<file path="src/design/rv32i_pkg.sv">
// shared types, opcodes and constants for the rv32i decode/execute block
// no dependencies
package rv32i_pkg;

    localparam int DATA_WORDS = 4096;
    localparam int DADDR_W = $clog2(DATA_WORDS);

    localparam logic [6:0] OP_REG    = 7'h33;
    localparam logic [6:0] OP_IMM    = 7'h13;
    localparam logic [6:0] OP_LOAD   = 7'h03;
    localparam logic [6:0] OP_STORE  = 7'h23;
    localparam logic [6:0] OP_BRANCH = 7'h63;
    localparam logic [6:0] OP_JAL    = 7'h6F;
    localparam logic [6:0] OP_JALR   = 7'h67;
    localparam logic [6:0] OP_LUI    = 7'h37;
    localparam logic [6:0] OP_AUIPC  = 7'h17;
    localparam logic [6:0] OP_SYSTEM = 7'h73;

    localparam logic [31:0] ECALL_WORD = 32'h0000_0073;
    localparam logic [6:0]  F7_ALT     = 7'h20;

    typedef struct packed {
        logic        command;
        logic [31:0] instruction;
        logic [11:0] preload_address;
        logic [31:0] preload_data;
    } t_in_word;

    typedef struct packed {
        logic [31:0] next_pc;
        logic        reg_write;
        logic [4:0]  dest_index;
        logic [31:0] dest_value;
        logic        store_done;
        logic        halted;
        logic        unknown_instruction;
        logic        misaligned;
    } t_out_word;

    // per-word record handed from the front to the back
    typedef struct packed {
        logic        preload;
        logic [31:0] instruction;
        logic [31:0] preload_data;
        logic [DADDR_W-1:0] preload_index;
    } t_queue_word;

endpackage

</file>
<file path="src/design/rv32i_front.sv">
// front part: accepts input words and holds them in a two-entry queue
// uses rv32i_pkg
module rv32i_front (
    input  logic                  i_clk,
    input  logic                  i_rst_n,
    input  logic                  i_valid,
    output logic                  o_ready,
    input  rv32i_pkg::t_in_word   i_word,
    output logic                  o_q_valid,
    input  logic                  i_q_pop,
    output rv32i_pkg::t_queue_word o_q_word
);
    import rv32i_pkg::*;

    t_queue_word r_q [2];
    logic        r_rd, r_wr;
    logic [1:0]  r_cnt;
    t_queue_word n_entry;
    logic        push;

    assign o_ready   = (r_cnt != 2'd2);
    assign push      = i_valid && o_ready;
    assign o_q_valid = (r_cnt != 2'd0);
    assign o_q_word  = r_q[r_rd];

    always_comb begin
        n_entry.preload       = i_word.command;
        n_entry.instruction   = i_word.instruction;
        n_entry.preload_data  = i_word.preload_data;
        n_entry.preload_index = DADDR_W'(i_word.preload_address % DATA_WORDS);
    end

    always_ff @(posedge i_clk) begin
        if (!i_rst_n) begin
            r_rd  <= 1'b0;
            r_wr  <= 1'b0;
            r_cnt <= 2'd0;
        end else begin
            if (push) begin
                r_wr <= ~r_wr;
            end
            if (i_q_pop) begin
                r_rd <= ~r_rd;
            end
            r_cnt <= r_cnt + 2'(push) - 2'(i_q_pop);
        end
        if (push) begin
            r_q[r_wr] <= n_entry;
        end
    end
endmodule

</file>
<file path="config.mk">
export PLATFORM = sky130hd
export DESIGN_NAME = rv32i_front
export DESIGN_NICKNAME = d
export VERILOG_FILES = /design/src/design/rv32i_pkg.sv /design/src/design/rv32i_front.sv
export SDC_FILE = /design/constraint.sdc
export NUM_CORES = 1
export LEC_CHECK = 0
export BUFFER_PORTS_ARGS = -buffer_cell sky130_fd_sc_hd__clkbuf_2
export CORE_MARGIN = 2
export CORE_UTILIZATION = 56
export DETAILED_ROUTE_END_ITERATION = 7
export PLACE_DENSITY_LB_ADDON = 0.08
export SETUP_SLACK_MARGIN = 0.3
export SLEW_MARGIN = 20
export SYNTH_ARGS = -nofsm -noshare
export SYNTH_HDL_FRONTEND = slang
export SYNTH_SLANG_ARGS = --single-unit
export TNS_END_PERCENT = 100
</file>
<file path="constraint.sdc">
create_clock -name i_clk -period 6.6 [get_ports i_clk]
set_input_delay 0.33 -clock i_clk [delete_from_list [all_inputs] [get_ports i_clk]]
set_output_delay 0.33 -clock i_clk [all_outputs]
set_load 0.1 [all_outputs]
</file>
==> qor.yml, run 1 <==
cp-end-kind: "primary output"
path_clk_slew_ps: 60
grt_max_degree: 78
io_buffers: 159
die_w_um: 107
finClkSkew_ps: 8.07
n_antenna_cell: 0
clkSinkCount: 159
gp_congestion: 0.728
ys_types: 25
worstSetupStartpointType: "flip-flop"
setup_violations: 0
maxSlewHeadroom: 0.303
ant_nets: 0
grt_pass1_vias: 3505
root_buffer: "clkbuf_8"
numCtsBuffers: 17
hold_violations: 0
drive_gt1_frac: 0.520
die_h_um: 107
placed_cells: 556
min-delay-start: "i_rst_n"
hold_ws_ps: 131
post-cts-setup-buffer-count: 0
nNetsFinal: 598
htreeDepth: 4
period_share: 0.457
worst-path-stages: 3
ys_seq_elements: 159
status: "finished, final reports clean"
io-pin-count: 160
via_per_inst: 5.00
drc: 0
die_area_um2: 11500
hold_class: "input port to flip-flop"
worstPathMaxFanout: 39
fin_tns_setup_ps: 0
ys_warn_count: 0
grt_usage: 0.199
crit_required_ps: 6270
num_rows: 37
worst_slew_pin_slew_ps: 1040
dp_hpwl_um: 6500
fmax_mhz: 331
cts_resized: 0
synth.avg_cell_area_um2: 22.2
overflow: 0
cts_tree: "built"
cts_buffer_depth: 2
holdPathStages: 2
syn_to_final_growth_pct: 38.1
start_util: 0.577
ys_seq_area_frac: 0.793
p_per_area_nw_per_um2: 365
grt_pass1_wl_um: 16800
crit_path_max_incr_delay_ps: 750
cap_violations: 0
fin_cells: 665
drt-total-wl_um: 11100
coreArea_um2: 10300
postSynthNetCount: 350
syn_inst: 268
syn_area_um2: 5960
crit_chain: "buf_4 -> mux2_2 -> clkbuf_2"
first_pass_iters: 4
arrival_ps: 2690
power.leakage_nw: 3.24
cp_top_family: "buffers and inverters"
crit_slowest_cell: "dfxtp_4"
clk_latency_ps: 520
fin_crit_ps: 3020
drv_slew: 0
drt-initial-drc-count: 116
wl_per_cell_um: 16.7
crit_buf_inv: 2
rsz0062_at_grt: "no"
reg2reg_from: "r_cnt[0]"
via_count: 3328
critPathKind: "flip-flop to primary output"
antenna_found_initial: 0
reg2reg_depth: 4
ir_drop_mv: 0.225
path summary, 6_finish.rpt:
kind / endpoint / slack [ps]
worst max-delay path: o_q_word[18] / 3580
worst min-delay path: r_rd / 130
worst max register to register: r_q[0][31] / 4400
worst min register to register: flip-flop / 590
logic make-up after synthesis:
kind of cell / Yosys count / synth area share
xor gates and xnor gates: 2 / 0.00294
buffers and inverters: 11 / 0.0160
and+or+nand+nor: 12 / 0.0124
AOI/OAI and AO/OA: 5 / 0.00756
DFF: 159 / 0.793
adders and majority gates: 1 / 0.00210
muxes: 78 / 0.166
area by class of cell:
type | instances | area, um2
Tap cell | 136 | 170
Fill cell | 577 | 2100
Multi-Input combinational cell | 98 | 1140
Timing Repair Buffer | 238 | 1580
Clock buffer | 19 | 432
Sequential cell | 159 | 4730
Inverter | 2 | 8.76
Clock inverter | 13 | 163
placed cells by master (no fill, tap or decap), drive strengths merged, types with 2 or more instances in the layout:
cell,Yosys,final
dfxtp,5,5
clkinv,0,6
inv,2,3
a21boi,2,2
buf,9,2
nand3b,2,2
and2,3,3
nand2,2,2
clkinvlp,0,3
clkbuf,0,178
bufinv,0,3
edfxtp,154,154
mux2,77,77
dlygate4sd3,0,77
worst reg2reg max path: stages, from the launching register on:
cell and delay, ps:
dfxtp_1 380, nand2b_1 220, nand3b_1 140, clkinv_2 500
buf_4 590
flip-flops by register name, summed over array words and instances, names as in the netlist, named ones only:
| name | flops |
|---|---|
| r_q | 154 |
| r_cnt | 2 |
| r_rd | 1 |
| r_wr | 1 |
synth_stat cells:
cell type,n,area (um2)
and2_1,3,18.8
nor4b_1,1,8.76
nand2b_1,1,6.26
or2_2,1,6.26
dfxtp_1,5,100
mux2i_1,1,10.0
a211oi_1,1,7.51
inv_1,2,7.51
mux2_4,30,450
buf_6,2,22.5
a21bo_2,1,10.0
buf_2,4,20.0
a211o_1,1,8.76
ha_1,1,12.5
buf_8,3,45.0
xor2_1,1,8.76
a21boi_2,1,11.3
nand3b_1,2,15.0
mux2_2,47,529
nand2_1,2,7.51
a21boi_0,1,7.51
xnor2_1,1,8.76
and3_1,1,6.26
edfxtp_1,154,4620
nand3_1,1,5.00
what timing repair did:
item	4_1_cts	5_1_grt
hold endpoints to repair	154	0
hold buffers	77	0
setup endpoints to repair	0	0
report_power, final:
part	leakage [nW]	switching, mW	internal, mW	total [mW]
clock network	0.285	0.375	0.587	0.963
registers	1.48	0.0340	1.21	1.24
logic	1.47	0.622	0.173	0.795
total	3.24	1.03	1.97	3.00
routing by layer:
| layer | wire [um] | track usage | vias up |
|---|---|---|---|
| met3 | 660 | 0.0644 | 22 |
| met4 | 260 | 0.0918 | 0 |
| met1 | 4370 | 0.222 | 1626 |
| li1 | - | - | 1563 |
| met2 | 5790 | 0.348 | 117 |
| met5 | 0 | 0 | - |
through the flow:
| step | power, mW | worst slack (ps) | util | area (um2) |
|---|---|---|---|---|
| 5_1_grt | 3.10 | 3460 | 0.797 | 8230 |
| 4_1_cts | 3.03 | 3520 | 0.797 | 8230 |
| 6_report | 3.00 | 3580 | 0.797 | 8230 |
| 3_5_place_dp | 2.02 | 4090 | 0.665 | 6860 |
| 3_3_place_gp | 2.01 | 4130 | 0.665 | 6860 |
| 2_1_floorplan | 1.92 | 2960 | - | 5960 |
No activity file was read; power rests on OpenSTA's default activity.
==> inputs of run 2 (changes only) <==
--- a/config.mk
+++ b/config.mk
@@ -7,7 +7,7 @@
 export LEC_CHECK = 0
 export BUFFER_PORTS_ARGS = -buffer_cell sky130_fd_sc_hd__clkbuf_2
 export CORE_MARGIN = 2
-export CORE_UTILIZATION = 56
+export CORE_UTILIZATION = 52
 export DETAILED_ROUTE_END_ITERATION = 7
 export PLACE_DENSITY_LB_ADDON = 0.08
 export SETUP_SLACK_MARGIN = 0.3
==> constraint.sdc (replaced) <==
create_clock -name i_clk -period 2.92 [get_ports i_clk]
set_input_delay 0.146 -clock i_clk [delete_from_list [all_inputs] [get_ports i_clk]]
set_output_delay 0.146 -clock i_clk [all_outputs]
set_load 0.1 [all_outputs]
==> qor.yml, run 2 (synthesis results as in run 1) <==
fmax_mhz: 459
crit_slowest_cell: "dfxtp_4"
grt_pass1_wl_um: 16700
power.leakage_nw: 3.23
dp_slack_ps: 1140
nNetsFinal: 601
period_share: 0.745
clk_latency_ps: 420
final_cell_mix: "159 x clkbuf_2, 154 x edfxtp_1, 77 x dlygate4sd3_1, 47 x mux2_2, 30 x mux2_4"
ir_drop_mv: 0.479
largest_reg_flops: 154
maxSlewHeadroom: 0.621
finClkSkew_ps: 8.82
drt-total-wl_um: 10600
fin_crit_ps: 2180
setup_violations: 0
cap_violations: 0
hold_ws_ps: 54.4
gp_congestion: 0.732
crit_required_ps: 2770
antenna_found_initial: 0
clkSinkCount: 159
root_buffer: "clkbuf_16"
top_register: "r_q"
hold_class: "input port to flip-flop"
cts_buffer_depth: 2
start_util: 0.526
die_w_um: 111
cts_tree: "built"
hold_violations: 0
numCtsBuffers: 17
num_rows: 39
fin_tns_setup_ps: 0
htreeDepth: 4
coreArea_um2: 11300
arrival_ps: 2030
status: "finished, final reports clean"
grt_usage: 0.179
cp-end-kind: "primary output"
rsz0062_at_grt: "no"
drc: 0
n_antenna_cell: 0
first_pass_iters: 6
overflow: 0
grt_max_degree: 78
path_clk_slew_ps: 60
crit_chain: "buf_4 -> mux2_2 -> clkbuf_2"
io_buffers: 159
placed_cells: 566
worstPathMaxFanout: 19
wl_per_cell_um: 15.7
top_regs: "r_q: 154 flops, r_cnt: 2 flops"
via_per_inst: 4.82
drive_gt1_frac: 0.508
worstSetupStartpointType: "flip-flop"
die_h_um: 111
post-cts-setup-buffer-count: 0
timing.final.ws_setup_ps: 743
nFillCells: 725
drt-initial-drc-count: 183
grt_pass1_vias: 3379
die_area_um2: 12300
crit_path_max_incr_delay_ps: 510
layout_commonest_cell: "clkbuf_2"
syn_to_final_growth_pct: 38.0
fin_cells: 675
p_per_area_nw_per_um2: 796
cts_resized: 0
critPathKind: "flip-flop to primary output"
io-pin-count: 160
ant_nets: 0
via_count: 3253
dp_hpwl_um: 6510
hold_buffers: 77
worst_slew_pin_slew_ps: 571
drv_slew: 0
[run 2: changes by cell type in the layout (fill, tap and decap cells not counted), sizes merged]
cell / change
inv: -2
bufinv: -2
clkinv: +5
clkbuf: +1
clkinvlp: -2
buf: +3
[run 2: final cells by class]
cell class / instances / area, um2 / share of cell area
clock buffers: 20 / 437 / 0.0531
clock inverters: 12 / 76.3 / 0.00928
inverters: 2 / 11.3 / 0.00137
multi-input cells: 98 / 1150 / 0.140
flip-flops and latches: 159 / 4730 / 0.575
well taps: 143 / 179 / 0.0218
repair buffers: 241 / 1640 / 0.200
[run 2: worst paths after layout]
check	endpoint	depth (start not counted)	from	slack [ps]
setup / recovery	o_q_word[5]	3	flip-flop	740
hold reg to reg	flip-flop	2	r_rd	580
hold / removal	r_cnt[1]	2	i_rst_n	50
setup reg to reg	r_q[1][34]	3	r_cnt[0]	1130
[run 2: where the power goes]
group          internal [mW]  switching (mW)
logic                  0.412            1.42
registers               2.73          0.0603
clock network           1.14           0.775
[run 2: per-stage QoR]
step	power [mW]	cell area (um2)	utilization
detailed placement	4.60	6940	0.613
floorplan	4.33	5970	-
CTS	6.60	8220	0.726
global placement	4.58	6940	0.613
global route	6.76	8220	0.726
finish	6.54	8220	0.726
[run 2: critical path, delay by kind of cell, from the launching register on]
family / cells / cell delay [ps]
buffers and inverters: 2 / 710
DFF: 1 / 510
muxes: 1 / 390
[run 2: per-layer routing]
metal | vias up | GRT usage | routed length, um
met5 | - | 0 | 0
met4 | 0 | 0.0831 | 175
met3 | 15 | 0.0558 | 636
met2 | 109 | 0.295 | 5370
met1 | 1556 | 0.217 | 4430
li1 | 1573 | - | -
==> inputs of run 3 (changes only) <==
--- a/config.mk
+++ b/config.mk
@@ -7,7 +7,7 @@
 export LEC_CHECK = 0
 export BUFFER_PORTS_ARGS = -buffer_cell sky130_fd_sc_hd__clkbuf_2
 export CORE_MARGIN = 2
-export CORE_UTILIZATION = 52
+export CORE_UTILIZATION = 47
 export DETAILED_ROUTE_END_ITERATION = 7
 export PLACE_DENSITY_LB_ADDON = 0.08
 export SETUP_SLACK_MARGIN = 0.3
==> constraint.sdc (replaced) <==
create_clock -name i_clk -period 1.9 [get_ports i_clk]
set_input_delay 0.095 -clock i_clk [delete_from_list [all_inputs] [get_ports i_clk]]
set_output_delay 0.095 -clock i_clk [all_outputs]
set_load 0.1 [all_outputs]
==> qor.yml, run 3 (synthesis results as in run 1) <==
ir_drop_mv: 0.848
fin_crit_ps: 1730
holdPathStages: 3
p_per_area_nw_per_um2: 1140
die_w_um: 117
worst_slew_pin_slew_ps: 563
coreArea_um2: 12500
crit_required_ps: 1800
io_buffers: 159
placed_cells: 597
grt_pass1_vias: 3680
crit_slowest_cell: "dfxtp_4"
layout_commonest_cell: "edfxtp_1"
fmax_mhz: 577
arrival_ps: 1640
timing.rr.end: "r_cnt[1]"
utilization: 0.765
min-delay-start: "i_q_pop"
rsz0062_at_grt: "yes"
dp_hpwl_um: 7010
drt-total-wl_um: 12400
grt_pass1_wl_um: 18800
crit_path_max_incr_delay_ps: 430
reg2reg_from: "r_cnt[0]"
num_rows: 41
root_buffer: "clkbuf_16"
largest_reg_flops: 154
start_util: 0.476
hold_class: "input port to flip-flop"
htreeDepth: 4
met3_usage: 0.0618
drive_gt1_frac: 0.524
top_regs: "r_q: 154 flops, r_cnt: 2 flops"
n_antenna_cell: 0
placed_area_um2: 7720
final_cell_mix: "154 x edfxtp_1, 82 x clkbuf_2, 78 x dlygate4sd3_1, 52 x buf_12, 46 x mux2_4"
first_pass_iters: 5
top_register: "r_q"
crit_top_cell: "buf_12"
overflow: 0
fin_tns_setup_ps: 0
antenna_found_initial: 0
io-pin-count: 160
via_count: 3432
hold_violations: 0
via_per_inst: 4.81
setup_violations: 0
cts_buffer_depth: 2
use_met1: 0.215
syn_to_final_growth_pct: 60.7
finClkSkew_ps: 8.36
fin_cells: 714
top_usage_layer: "met2"
critPathKind: "flip-flop to primary output"
die_area_um2: 13600
cp-end-kind: "primary output"
clk_latency_ps: 420
die_h_um: 117
cp_top_family: "buffers and inverters"
grt_max_degree: 42
wl_per_cell_um: 17.3
drt-initial-drc-count: 106
grt_usage: 0.191
maxSlewHeadroom: 0.627
clkSinkCount: 159
worstSetupStartpointType: "flip-flop"
drc: 0
fin_area_um2: 9580
path_clk_slew_ps: 50
nNetsFinal: 611
ff2ff_setup_slack_ps: 430
cap_violations: 0
ant_nets: 0
crit_buf_inv: 3
reg2reg_depth: 7
drv_slew: 0
worstPathMaxFanout: 10
power.leakage_nw: 3.75
use_met2: 0.330
crit_chain: "buf_12 -> buf_16 -> mux2_4 -> buf_12"
cts_tree: "built"
gp_congestion: 0.711
period_share: 0.912
numCtsBuffers: 17
status: "finished, final reports clean"
[run 3: repair_timing]
action,4_1_cts,5_1_grt
gates resized for setup,88,2
gates cloned,4,1
hold buffers,78,0
setup buffers,2,0
hold endpoints to repair,159,0
setup endpoints to repair,77,78
[run 3: metrics by stage]
stage / power (mW) / hold WS [ps] / worst slack (ps)
2_1_floorplan: 6.66 / 194 / -466
3_3_place_gp: 7.57 / 284 / 435
3_5_place_dp: 7.60 / 288 / 408
4_1_cts: 11.0 / 62.7 / 120
5_1_grt: 11.3 / 96.9 / 126
6_report: 11.0 / 83.2 / 167
[run 3: worst max-delay path by stage]
stage	cells past startpoint	slack, ps	startpoint	end
after floorplan	3	-470	r_cnt[0]	r_q[0][0]
after global placement	3	440	flip-flop	o_q_word[7]
after detailed placement	3	410	flip-flop	o_q_word[40]
after CTS	4	120	flip-flop	o_q_word[54]
after global routing	4	130	flip-flop	o_q_word[33]
final	4	170	flip-flop	o_q_word[33]
[run 3: report_power, final]
part           switching [mW]  internal (mW)  leakage (nW)  total, mW
Combinational            2.34           1.34          2.01       3.68
Sequential             0.0950           4.20          1.48       4.29
Clock                    1.22           1.76         0.256       2.98
[run 3: cell type report]
type / instances / area, um2
well taps: 172 / 215
clock inverters: 11 / 73.8
fillers: 757 / 2940
repair buffers: 251 / 2890
clock buffers: 21 / 440
multi-input cells: 98 / 1220
flip-flops and latches: 159 / 4730
inverters: 2 / 11.3
[run 3: worst min-delay path, cell delays in order]
cell and delay, ps:
clkbuf_2 140, xor2_1 80, and2_1 140
[run 3: layer usage]
metal  wire, um  share of wire
met4        298          0.024
met1       4660           0.38
met5          0              0
met3        729          0.059
met2       6700           0.54
